### src/vector_pairwise_accumulate_defines.svh
// Assertion macros for the vector pairwise accumulate block.
`ifndef VECTOR_PAIRWISE_ACCUMULATE_DEFINES_SVH
`define VECTOR_PAIRWISE_ACCUMULATE_DEFINES_SVH
// Assert that a condition implies a consequence in the same cycle.
`define VPA_ASSERT_IMP(label, ante, cons) \
  label: assert property (@(posedge clk) disable iff (!rst_n) (ante) |-> (cons)) \
    else $error("vpa assertion failed");
// Assert that a condition implies a consequence in the cycle after.
`define VPA_ASSERT_NXT(label, ante, cons) \
  label: assert property (@(posedge clk) disable iff (!rst_n) (ante) |=> (cons)) \
    else $error("vpa assertion failed");
`endif

### src/vpa_pkg.sv
// Package for the vector pairwise accumulate block: codes and widths.
package vpa_pkg;
  localparam int DataW = 32;
  localparam int FracBitsDefault = 16;
  localparam logic [2:0] EOP_SUM  = 3'd0;
  localparam logic [2:0] EOP_DIFF = 3'd1;
  localparam logic [2:0] EOP_MUL  = 3'd2;
  localparam logic [2:0] EOP_DIV  = 3'd3;
  localparam logic [2:0] EOP_SQD  = 3'd4;
  localparam logic [1:0] CFG_EOP   = 2'd0;
  localparam logic [1:0] CFG_AOP   = 2'd1;
  localparam logic [1:0] CFG_START = 2'd2;
  localparam logic [1:0] CFG_ROOT  = 2'd3;
endpackage

### src/vector_pairwise_accumulate.sv
// Vector pairwise accumulate: element op, fold into total, optional square root.
// Each beat runs the element op and then the fold op on one shared serial datapath:
// an add or subtract is done in S_OP, a multiply is a shift-add in S_MUL and a quotient
// a restoring divide in S_DIV, each followed by S_FIN to hand over. A pair is not
// taken before the previous pair is through; after the last pair S_OUT presents the
// result, preceded by a two-bit-a-cycle restoring square root in S_ROOT in root mode
// for a non-negative total. in_tready is high only between pairs and while no result waits.
`include "vector_pairwise_accumulate_defines.svh"
module vector_pairwise_accumulate
  import vpa_pkg::*;
#(
  parameter int FRAC_BITS = FracBitsDefault
) (
  input  logic        clk,
  input  logic        rst_n,
  input  logic        in_tvalid,
  output logic        in_tready,
  input  logic [63:0] in_tdata,   // elem_a [31:0], elem_b [63:32]
  input  logic        in_tlast,   // last_pair
  output logic        out_tvalid,
  input  logic        out_tready,
  output logic [31:0] out_tdata,  // total
  output logic        out_tuser,  // fault
  input  logic        cfg_we,
  input  logic [1:0]  cfg_index,
  input  logic [31:0] cfg_wdata
);
  localparam logic signed [63:0] Max32 = 64'sd2147483647;
  localparam logic signed [63:0] Min32 = -64'sd2147483648;

  typedef enum logic [2:0] {S_IDLE, S_OP, S_MUL, S_DIV, S_FIN, S_ROOT, S_OUT} state_t;

  state_t state_r;
  logic [2:0]  eop_r;
  logic [1:0]  aop_r;
  logic signed [31:0] start_r, tot_r;
  logic root_r, fault_r, last_r, phase_r;
  logic [2:0] op_r;
  logic signed [63:0] x_r, y_r;
  // Shared serial datapath: accumulator/dividend, multiplicand/remainder, multiplier/quotient, counter.
  logic [63:0] acc_r, sh_r, q_r;
  logic [6:0] cnt_r;
  logic neg_r, sqbig_r;
  logic signed [31:0] res_r;
  logic [63:0] rt_n_r, rt_res_r;
  logic [31:0] out_total_r;
  logic out_fault_r, out_valid_r;

  function automatic logic signed [31:0] sat(input logic signed [63:0] v, output logic f);
    f = 1'b0;
    if (v > Max32) begin
      f = 1'b1;
      sat = 32'sh7fffffff;
    end else if (v < Min32) begin
      f = 1'b1;
      sat = 32'sh80000000;
    end else begin
      sat = v[31:0];
    end
  endfunction

  logic signed [63:0] sumdiff;
  logic [63:0] mag_x, mag_y, dtmp, trial, rt_try;
  logic signed [63:0] prod_s, quot_s;
  logic signed [31:0] sat_v;
  logic sat_f;

  always_comb begin
    sumdiff = (op_r == EOP_SUM) ? x_r + y_r : x_r - y_r;
    mag_x = x_r[63] ? 64'(-x_r) : 64'(x_r);
    mag_y = y_r[63] ? 64'(-y_r) : 64'(y_r);
    dtmp = x_r - y_r;
    prod_s = neg_r ? -$signed(acc_r) : $signed(acc_r);
    quot_s = neg_r ? -$signed(q_r) : $signed(q_r);
    trial = {sh_r[62:0], acc_r[63]};
    rt_try = rt_res_r + (64'd1 << {cnt_r[5:0], 1'b0});
    sat_v = '0;
    sat_f = 1'b0;
    if (state_r == S_OP) sat_v = sat(sumdiff, sat_f);
  end

  // Floor shift of a signed product; arithmetic shift floors directly.
  logic signed [63:0] prod_fl;
  assign prod_fl = prod_s >>> FRAC_BITS;

  assign in_tready = (state_r == S_IDLE) && !out_valid_r;
  assign out_tvalid = out_valid_r;
  assign out_tdata = out_total_r;
  assign out_tuser = out_fault_r;

  always_ff @(posedge clk) begin
    logic signed [31:0] v;
    logic f;
    v = '0;
    f = 1'b0;
    if (!rst_n) begin
      state_r <= S_IDLE;
      eop_r <= EOP_DIV;
      aop_r <= 2'd0;
      start_r <= '0;
      root_r <= 1'b0;
      tot_r <= '0;
      fault_r <= 1'b0;
      out_valid_r <= 1'b0;
    end else begin
      if (out_valid_r && out_tready) out_valid_r <= 1'b0;
      if (cfg_we) begin
        case (cfg_index)
          CFG_EOP: eop_r <= cfg_wdata[2:0];
          CFG_AOP: aop_r <= cfg_wdata[1:0];
          CFG_START: begin
            start_r <= cfg_wdata;
            tot_r <= cfg_wdata;
            fault_r <= 1'b0;
          end
          CFG_ROOT: root_r <= cfg_wdata[0];
          default: ;
        endcase
      end
      case (state_r)
        S_IDLE: if (in_tvalid && in_tready) begin
          x_r <= 64'(signed'(in_tdata[31:0]));
          y_r <= 64'(signed'(in_tdata[63:32]));
          op_r <= eop_r;
          last_r <= in_tlast;
          phase_r <= 1'b0;
          state_r <= S_OP;
        end
        S_OP: begin
          case (op_r)
            EOP_SUM, EOP_DIFF: begin
              res_r <= sat_v;
              fault_r <= fault_r | sat_f;
              state_r <= S_FIN;
            end
            EOP_MUL: begin
              neg_r <= x_r[63] ^ y_r[63];
              sh_r <= mag_x;
              q_r <= mag_y;
              acc_r <= '0;
              cnt_r <= '0;
              sqbig_r <= 1'b0;
              state_r <= S_MUL;
            end
            EOP_SQD: begin
              neg_r <= 1'b0;
              sqbig_r <= (dtmp[63] ? 64'(-dtmp) : dtmp) >= 64'h80000000;
              sh_r <= dtmp[63] ? 64'(-dtmp) : dtmp;
              q_r <= dtmp[63] ? 64'(-dtmp) : dtmp;
              acc_r <= '0;
              cnt_r <= '0;
              state_r <= S_MUL;
            end
            EOP_DIV: begin
              if (y_r == 0) begin
                res_r <= x_r[63] ? 32'sh80000000 : 32'sh7fffffff;
                fault_r <= 1'b1;
                state_r <= S_FIN;
              end else begin
                neg_r <= x_r[63] ^ y_r[63];
                acc_r <= mag_x << FRAC_BITS;
                sh_r <= '0;
                q_r <= '0;
                cnt_r <= '0;
                state_r <= S_DIV;
              end
            end
            default: begin
              res_r <= '0;
              state_r <= S_FIN;
            end
          endcase
        end
        S_MUL: begin
          if (q_r[0]) acc_r <= acc_r + sh_r;
          sh_r <= sh_r << 1;
          q_r <= q_r >> 1;
          cnt_r <= cnt_r + 7'd1;
          if (cnt_r == 7'd32) begin
            if (sqbig_r) begin
              res_r <= 32'sh7fffffff;
              fault_r <= 1'b1;
            end else begin
              v = sat(prod_fl, f);
              res_r <= v;
              fault_r <= fault_r | f;
            end
            state_r <= S_FIN;
          end
        end
        S_DIV: begin
          if (cnt_r == 7'd64) begin
            v = sat(quot_s, f);
            res_r <= v;
            fault_r <= fault_r | f;
            state_r <= S_FIN;
          end else begin
            // Restoring divide: one quotient bit per cycle.
            acc_r <= acc_r << 1;
            if (trial >= mag_y) begin
              sh_r <= trial - mag_y;
              q_r <= {q_r[62:0], 1'b1};
            end else begin
              sh_r <= trial;
              q_r <= {q_r[62:0], 1'b0};
            end
            cnt_r <= cnt_r + 7'd1;
          end
        end
        S_FIN: begin
          if (!phase_r) begin
            // Fold: total op element, reusing the element datapath.
            phase_r <= 1'b1;
            x_r <= 64'(tot_r);
            y_r <= 64'(res_r);
            op_r <= {1'b0, aop_r};
            state_r <= S_OP;
          end else begin
            tot_r <= res_r;
            if (!last_r) begin
              state_r <= S_IDLE;
            end else if (root_r && !res_r[31]) begin
              rt_n_r <= 64'(res_r) << FRAC_BITS;
              rt_res_r <= '0;
              cnt_r <= 7'd31;
              state_r <= S_ROOT;
            end else begin
              out_total_r <= root_r ? -(32'sd1 <<< FRAC_BITS) : res_r;
              out_fault_r <= fault_r | root_r;
              state_r <= S_OUT;
            end
          end
        end
        S_ROOT: begin
          if (rt_n_r >= rt_try) begin
            rt_n_r <= rt_n_r - rt_try;
            rt_res_r <= (rt_res_r >> 1) + (64'd1 << {cnt_r[5:0], 1'b0});
          end else begin
            rt_res_r <= rt_res_r >> 1;
          end
          cnt_r <= cnt_r - 7'd1;
          if (cnt_r == 7'd0) state_r <= S_OUT;
          if (cnt_r == 7'd0) begin
            out_total_r <= (rt_n_r >= rt_try) ? 32'((rt_res_r >> 1) + 64'd1)
                                             : 32'(rt_res_r >> 1);
            out_fault_r <= fault_r;
          end
        end
        S_OUT: if (!out_valid_r) begin
          out_valid_r <= 1'b1;
          tot_r <= start_r;
          fault_r <= 1'b0;
          state_r <= S_IDLE;
        end
        default: state_r <= S_IDLE;
      endcase
    end
  end

  `VPA_ASSERT_IMP(a_ready_idle, in_tready, state_r == S_IDLE)
  `VPA_ASSERT_NXT(a_out_hold, out_tvalid && !out_tready, out_tvalid && $stable(out_tdata))
  `VPA_ASSERT_NXT(a_accept_busy, in_tvalid && in_tready, !in_tready)
endmodule
### config.mk
export PLATFORM = sky130hd
export DESIGN_NAME = vector_pairwise_accumulate
export DESIGN_NICKNAME = d
export VERILOG_FILES = /design/src/vpa_pkg.sv /design/src/vector_pairwise_accumulate.sv
export VERILOG_INCLUDE_DIRS = /design/src /design/src/src
export SDC_FILE = /design/constraint.sdc
export NUM_CORES = 2
export LEC_CHECK = 0
export BUFFER_PORTS_ARGS = -buffer_cell sky130_fd_sc_hd__buf_4
export CAP_MARGIN = 25
export CORE_MARGIN = 2
export CORE_UTILIZATION = 55
export DETAILED_ROUTE_END_ITERATION = 7
export MAX_ROUTING_LAYER = met4
export PLACE_DENSITY = 0.78
export REMOVE_ABC_BUFFERS = 1
export SLEW_MARGIN = 20
export SYNTH_ARGS = -nofsm -noshare
export SYNTH_HDL_FRONTEND = slang
export SYNTH_SLANG_ARGS = --single-unit
### constraint.sdc
create_clock -name clk -period 16.11 [get_ports clk]
set_input_delay 0.8055 -clock clk [delete_from_list [all_inputs] [get_ports clk]]
set_output_delay 0.8055 -clock clk [all_outputs]
set_load 0.03 [all_outputs]
== After elaboration in Yosys (flattened, before gate mapping) ==
Index checks and enable logic that the tools add are counted.

* Bits of input ports: 104
* Register bits: 602
* Word-level logic and storage cells: 242
* Output and inout port bits: 35

* Shift-type cells: 1
* Eq/ne operators: 34
* Add/sub/neg operators: 15
* Mux-type cells: 118
* $lt $le $gt $ge: 9
* Bitwise gates (word level): 5
* Reductions and logical operators: 36

{| class="wikitable"
|+ Operators by type and width
! kind !! count
|-
| 64-bit 2-to-1 mux || 25
|-
| 64-bit one-hot mux with 3 select lines || 5
|-
| 32-bit 2-to-1 mux || 21
|-
| 64-bit one-hot mux with 2 select lines || 5
|-
| 64-bit negator || 5
|-
| 64-bit adder || 3
|-
| 32-bit one-hot mux with 3 select lines || 2
|-
| 64-bit subtractor || 3
|-
| 64-bit greater-or-equal comparator || 2
|-
| 64-bit by 32-bit > comparator with 1-bit output, second input constant || 2
|-
| 64-bit by 32-bit < comparator with 1-bit output, second input constant || 2
|-
| 32-bit one-hot mux with 2 select lines || 2
|-
| 63-bit by 64-bit adder with 64-bit output || 1
|-
| 64-bit by 32-bit greater-or-equal comparator with 1-bit output, second input constant || 1
|-
| 64-bit logical NOT || 1
|-
| 1-bit by 7-bit << shifter with 64-bit output, first input constant || 1
|-
| 48-bit by 32-bit > comparator with 1-bit output, second input constant || 1
|-
| 48-bit by 32-bit < comparator with 1-bit output, second input constant || 1
|-
| 7-bit 2-to-1 mux || 5
|-
| 7-bit one-hot mux with 5 select lines || 1
|-
| 32-bit by 1-bit adder with 32-bit output, second input constant || 1
|-
| 1-bit 2-to-1 mux || 31
|-
| 3-bit 2-to-1 mux || 10
|-
| 2-bit != test, second input constant || 14
|-
| 37 further kinds || 73
|}

== Depth between registers and ports, before layout ==
* Word-level depth: 13
* Mapped depth: 34
* Mapped depth without buffers: 31

== Least setup slack after synthesis ==
OpenSTA, ideal clock, no wires.

* Kind: flip-flop to flip-flop
* Start: reg state_r[0]
* End: reg rt_n_r[0] (enable)
* Library setup time: 583 ps
* Slack: 3213 ps
* Buffers on the path: 3
* Period minus slack after synthesis: 12897 ps
* Data arrival time: 12314 ps
* Data required time: 15527 ps
* Cell stages (with the launch flop): 7
* Cell sequence: dfxtp_1 -> clkbuf_1 -> clkbuf_1 -> clkbuf_1 -> a21oi_1 -> nor4_1 -> a21boi_0

* Longest elaborated chain between the ends: 3
* Elaborated cells between the ends (all ways): 8
* Classes of those cells: eq/ne (6); reduce/logical (2)

{| class="wikitable"
|+ RTL lines
! what !! RTL line !! text
|-
| from (decl) || vector_pairwise_accumulate.sv:33 || <nowiki>state_t state_r;</nowiki>
|-
| from (signal assigned) || vector_pairwise_accumulate.sv:97 || <nowiki>state_r <= S_IDLE;</nowiki>
|-
| from (signal assigned) || vector_pairwise_accumulate.sv:127 || <nowiki>state_r <= S_OP;</nowiki>
|-
| from (signal assigned) || vector_pairwise_accumulate.sv:134 || <nowiki>state_r <= S_FIN;</nowiki>
|-
| 3-bit == test || vector_pairwise_accumulate.sv:120 || <nowiki>case (state_r)</nowiki>
|-
| 2-bit != test (no source line) or 2-bit nonzero test (tied branches) || -- ||
|-
| 6-bit AND reduction (no source line) * || -- ||
|-
| to (signal assigned) || vector_pairwise_accumulate.sv:223 || <nowiki>rt_n_r <= 64'(res_r) << FRAC_BITS;</nowiki>
|-
| to (signal assigned) || vector_pairwise_accumulate.sv:236 || <nowiki>rt_n_r <= rt_n_r - rt_try;</nowiki>
|-
| to (decl) || vector_pairwise_accumulate.sv:45 || <nowiki>logic [63:0] rt_n_r, rt_res_r;</nowiki>
|}

Mark *: on every way between the ends. The rest lies on a longest branch, timed or not.
A chain may end at the register's enable or synchronous reset.

== Final worst setup path ==
* Start: reg cnt_r[3]
* End: reg rt_n_r[23] (enable)

* Longest elaborated chain between the ends: 5

{| class="wikitable"
|+ RTL lines
! what !! RTL line !! text
|-
| from (decl) || vector_pairwise_accumulate.sv:42 || <nowiki>logic [6:0] cnt_r;</nowiki>
|-
| from (signal assigned) || vector_pairwise_accumulate.sv:178 || <nowiki>cnt_r <= cnt_r + 7'd1;</nowiki>
|-
| from (signal assigned) || vector_pairwise_accumulate.sv:207 || <nowiki>cnt_r <= cnt_r + 7'd1;</nowiki>
|-
| from (signal assigned) || vector_pairwise_accumulate.sv:241 || <nowiki>cnt_r <= cnt_r - 7'd1;</nowiki>
|-
| 1-bit by 7-bit << shifter with 64-bit output || vector_pairwise_accumulate.sv:76 || <nowiki>rt_try = rt_res_r + (64'd1 << {cnt_r[5:0], 1'b0});</nowiki>
|-
| 64-bit adder || vector_pairwise_accumulate.sv:76 ||
|-
| 64-bit greater-or-equal comparator || vector_pairwise_accumulate.sv:235 || <nowiki>if (rt_n_r >= rt_try) begin</nowiki>
|-
| 2-bit != test (no source line) || -- ||
|-
| 6-bit AND reduction (no source line) || -- ||
|}

Every way passes these cells.

==> run metrics <==
status=finished, final reports clean; P_leak=20.1 nW; FMAX=118 MHz; Setup Skew=0.0497 ns; Detailed Place HPWL=128 mm; Final Cycle Share=52.7%; H-tree depth=3; worst-margin pin slew=1.13 ns; max-slew violation count=0; area of the multi-input gates=31800 um^2; worst-skew pair later-pin latency=0.69 ns; Worst EP arrival=8.80 ns; core footprint=88200 um^2; Slew Limit Headroom=24.8%; number of global-route vias before repair=44000; RSZ-0062 raised after global routing=no; GR Overflow Total=0; Root Buffer=clkbuf_16; Setup-failing EPs final=0; Post-CTS Resized=0; commonest non-fill, non-tap cell in the layout=nand2_1; Hold WC Path Type=input pin to flip-flop; first-pass GRT wire length=257 mm; design area=53100 um^2; Pre-antenna DRT Iters=6; Max-cap violations=0; GRT Util Overall=37.5%; largest net degree at the start of global routing=92; Final GP Congestion=1.03; post-synth cell types=91; maximum buffer depth of the clock tree=3; mean area per synthesized cell=8.20 um^2; final core occ=60.2%; CP required=16.41 ns; Reg area=15400 um^2; Cell Area, Synth=48800 um^2; Area after DPL=50700 um^2; register area share after synthesis=31.6%; Layout area overhead=8.82%; fillers=7890; Die ar.=91200 um^2; worst-path fanout max=58; area leader, netlist=edfxtp_1; die span in y=302 um; Post-route DRC=0; Reg2Reg Setup Slack=7.61 ns; Num CTS Buffers=68; hold_buf cts=0; share of synthesized registers carrying an async set or reset=0%; Buf/Inv on CP=2; pre-CTS setup slack=7.74 ns; layout cell share with drive strength beyond 1=6.79%; type of the worst setup path=flip-flop to flip-flop; drt wl/cell=23.9 um; #FFs+latches synth=538; Vias per Instance=6.57; die width=302 um; final worst path period need=8.50 ns; yosys synthesis warning count=0; Initial Util=55.3%; IO Pins=139; ANT cells=0; Hold Slack=0.325 ns; top cell type's share of synthesized area=28.5%; Synth Flop Type=edfxtp_1; Vias=46800; DR iter-0 viols=4679; Max VDD drop=0.113 mV; total wire length=170 mm; Worst-path clk slew=0.06 ns; slowest CP cell=buf_4; Final Hold Violating Endpoints=0; power per standard cell area=146 nW/um^2; most frequent cells in the layout=nand2_1 (728), a21oi_1 (534), nor2_1 (514); synth top area cells=edfxtp_1 (28%), ha_1 (8.5%), nand2_1 (5.6%), a21oi_1 (5.5%), xnor2_1 (5.2%); setup TNS=0 ns; IO buf count=138; Slowest Stage Delay on Critical Path=0.69 ns; CP Launch Type=flip-flop; Setup WS post-layout=7.61 ns; CP endpoint kind=flip-flop; Mapped Cells=5953; post-CTS setup buffers=0; Placement Rows=109; initial antenna violation count=0; Post-synth EDFFs=463; CTS Sinks=538; kind of cell adding the most delay to the critical path=compound AO/OA/AOI/OAI gates; Nets=6350; CTS tree=built; Routed Antenna Nets=0
-- final timing paths --
kind / from / end / cells past startpoint
setup reg to reg: cnt_r[3] / rt_n_r[23] / 25
hold / removal: in_tlast / last_r / 1
setup / recovery: cnt_r[3] / rt_n_r[23] / 25
hold reg to reg: start_r[26] / start_r[26] / 2
-- power by group --
group | switching [W] | internal [W]
registers | 0.000384 | 0.00188
clock network | 0.000707 | 0.000957
logic | 0.00241 | 0.00143
-- per-layer routing --
| layer | up-vias | track usage [%] | wire length [um] |
|---|---|---|---|
| met3 | 448 | 5.45 | 14700 |
| met1 | 22400 | 47.6 | 68700 |
| met2 | 2146 | 58.5 | 76600 |
| met5 | - | - | 0 |
| met4 | 0 | 19.1 | 10200 |
| li1 | 21900 | - | - |
-- cell families (layout without fill, tap and decap cells) --
family          Yosys count  count (layout)  synth area share (%)
simple gates           2091            2091                  20.2
compound gates         1879            1879                  24.6
xor+xnor                548             548                  9.83
flops                   538             538                  31.6
buf+inv                 498             476                  3.86
fa+ha+maj               339             339                  8.81
mux                      59              59                  1.21
other cells               1              32               0.00768
-- Yosys cell counts, drive strengths merged, types with 97 or more instances --
cell type	number
a31oi	97
nand3	100
a21oi	537
a21o	144
ha	331
nor2	519
nor3	170
o21ai	437
clkbuf	311
nand2	731
inv	144
xnor2	290
edfxtp	463
xor2	258
-- layout make-up --
cell class,count,area share (%)
clock buffer,85,3.50
multi-input combinational,4948,59.8
timing repair buffer,202,2.84
inverter,149,1.05
sequential,538,29.0
tap,1165,2.74
clock inverter,40,1.06
-- state kept, by name, summed over array words and instances, names as in the netlist, 3 cells and up --
| signal | count |
|---|---|
| acc_r | 64 |
| q_r | 64 |
| rt_n_r | 64 |
| rt_res_r | 64 |
| sh_r | 64 |
| out_tdata | 32 |
| res_r | 32 |
| start_r | 32 |
| tot_r | 32 |
| x_r | 32 |
| y_r | 32 |
| cnt_r | 7 |
| eop_r | 3 |
| op_r | 3 |
| state_r | 3 |
-- stage by stage --
stage | power, W | cells
5_1_grt | 0.00820 | 7127
2_1_floorplan | 0.00490 | 5635
3_3_place_gp | 0.00595 | 6999
3_5_place_dp | 0.00599 | 7001
6_report | 0.00777 | 7127
4_1_cts | 0.00768 | 7126
(Power assumes the default switching activity.)
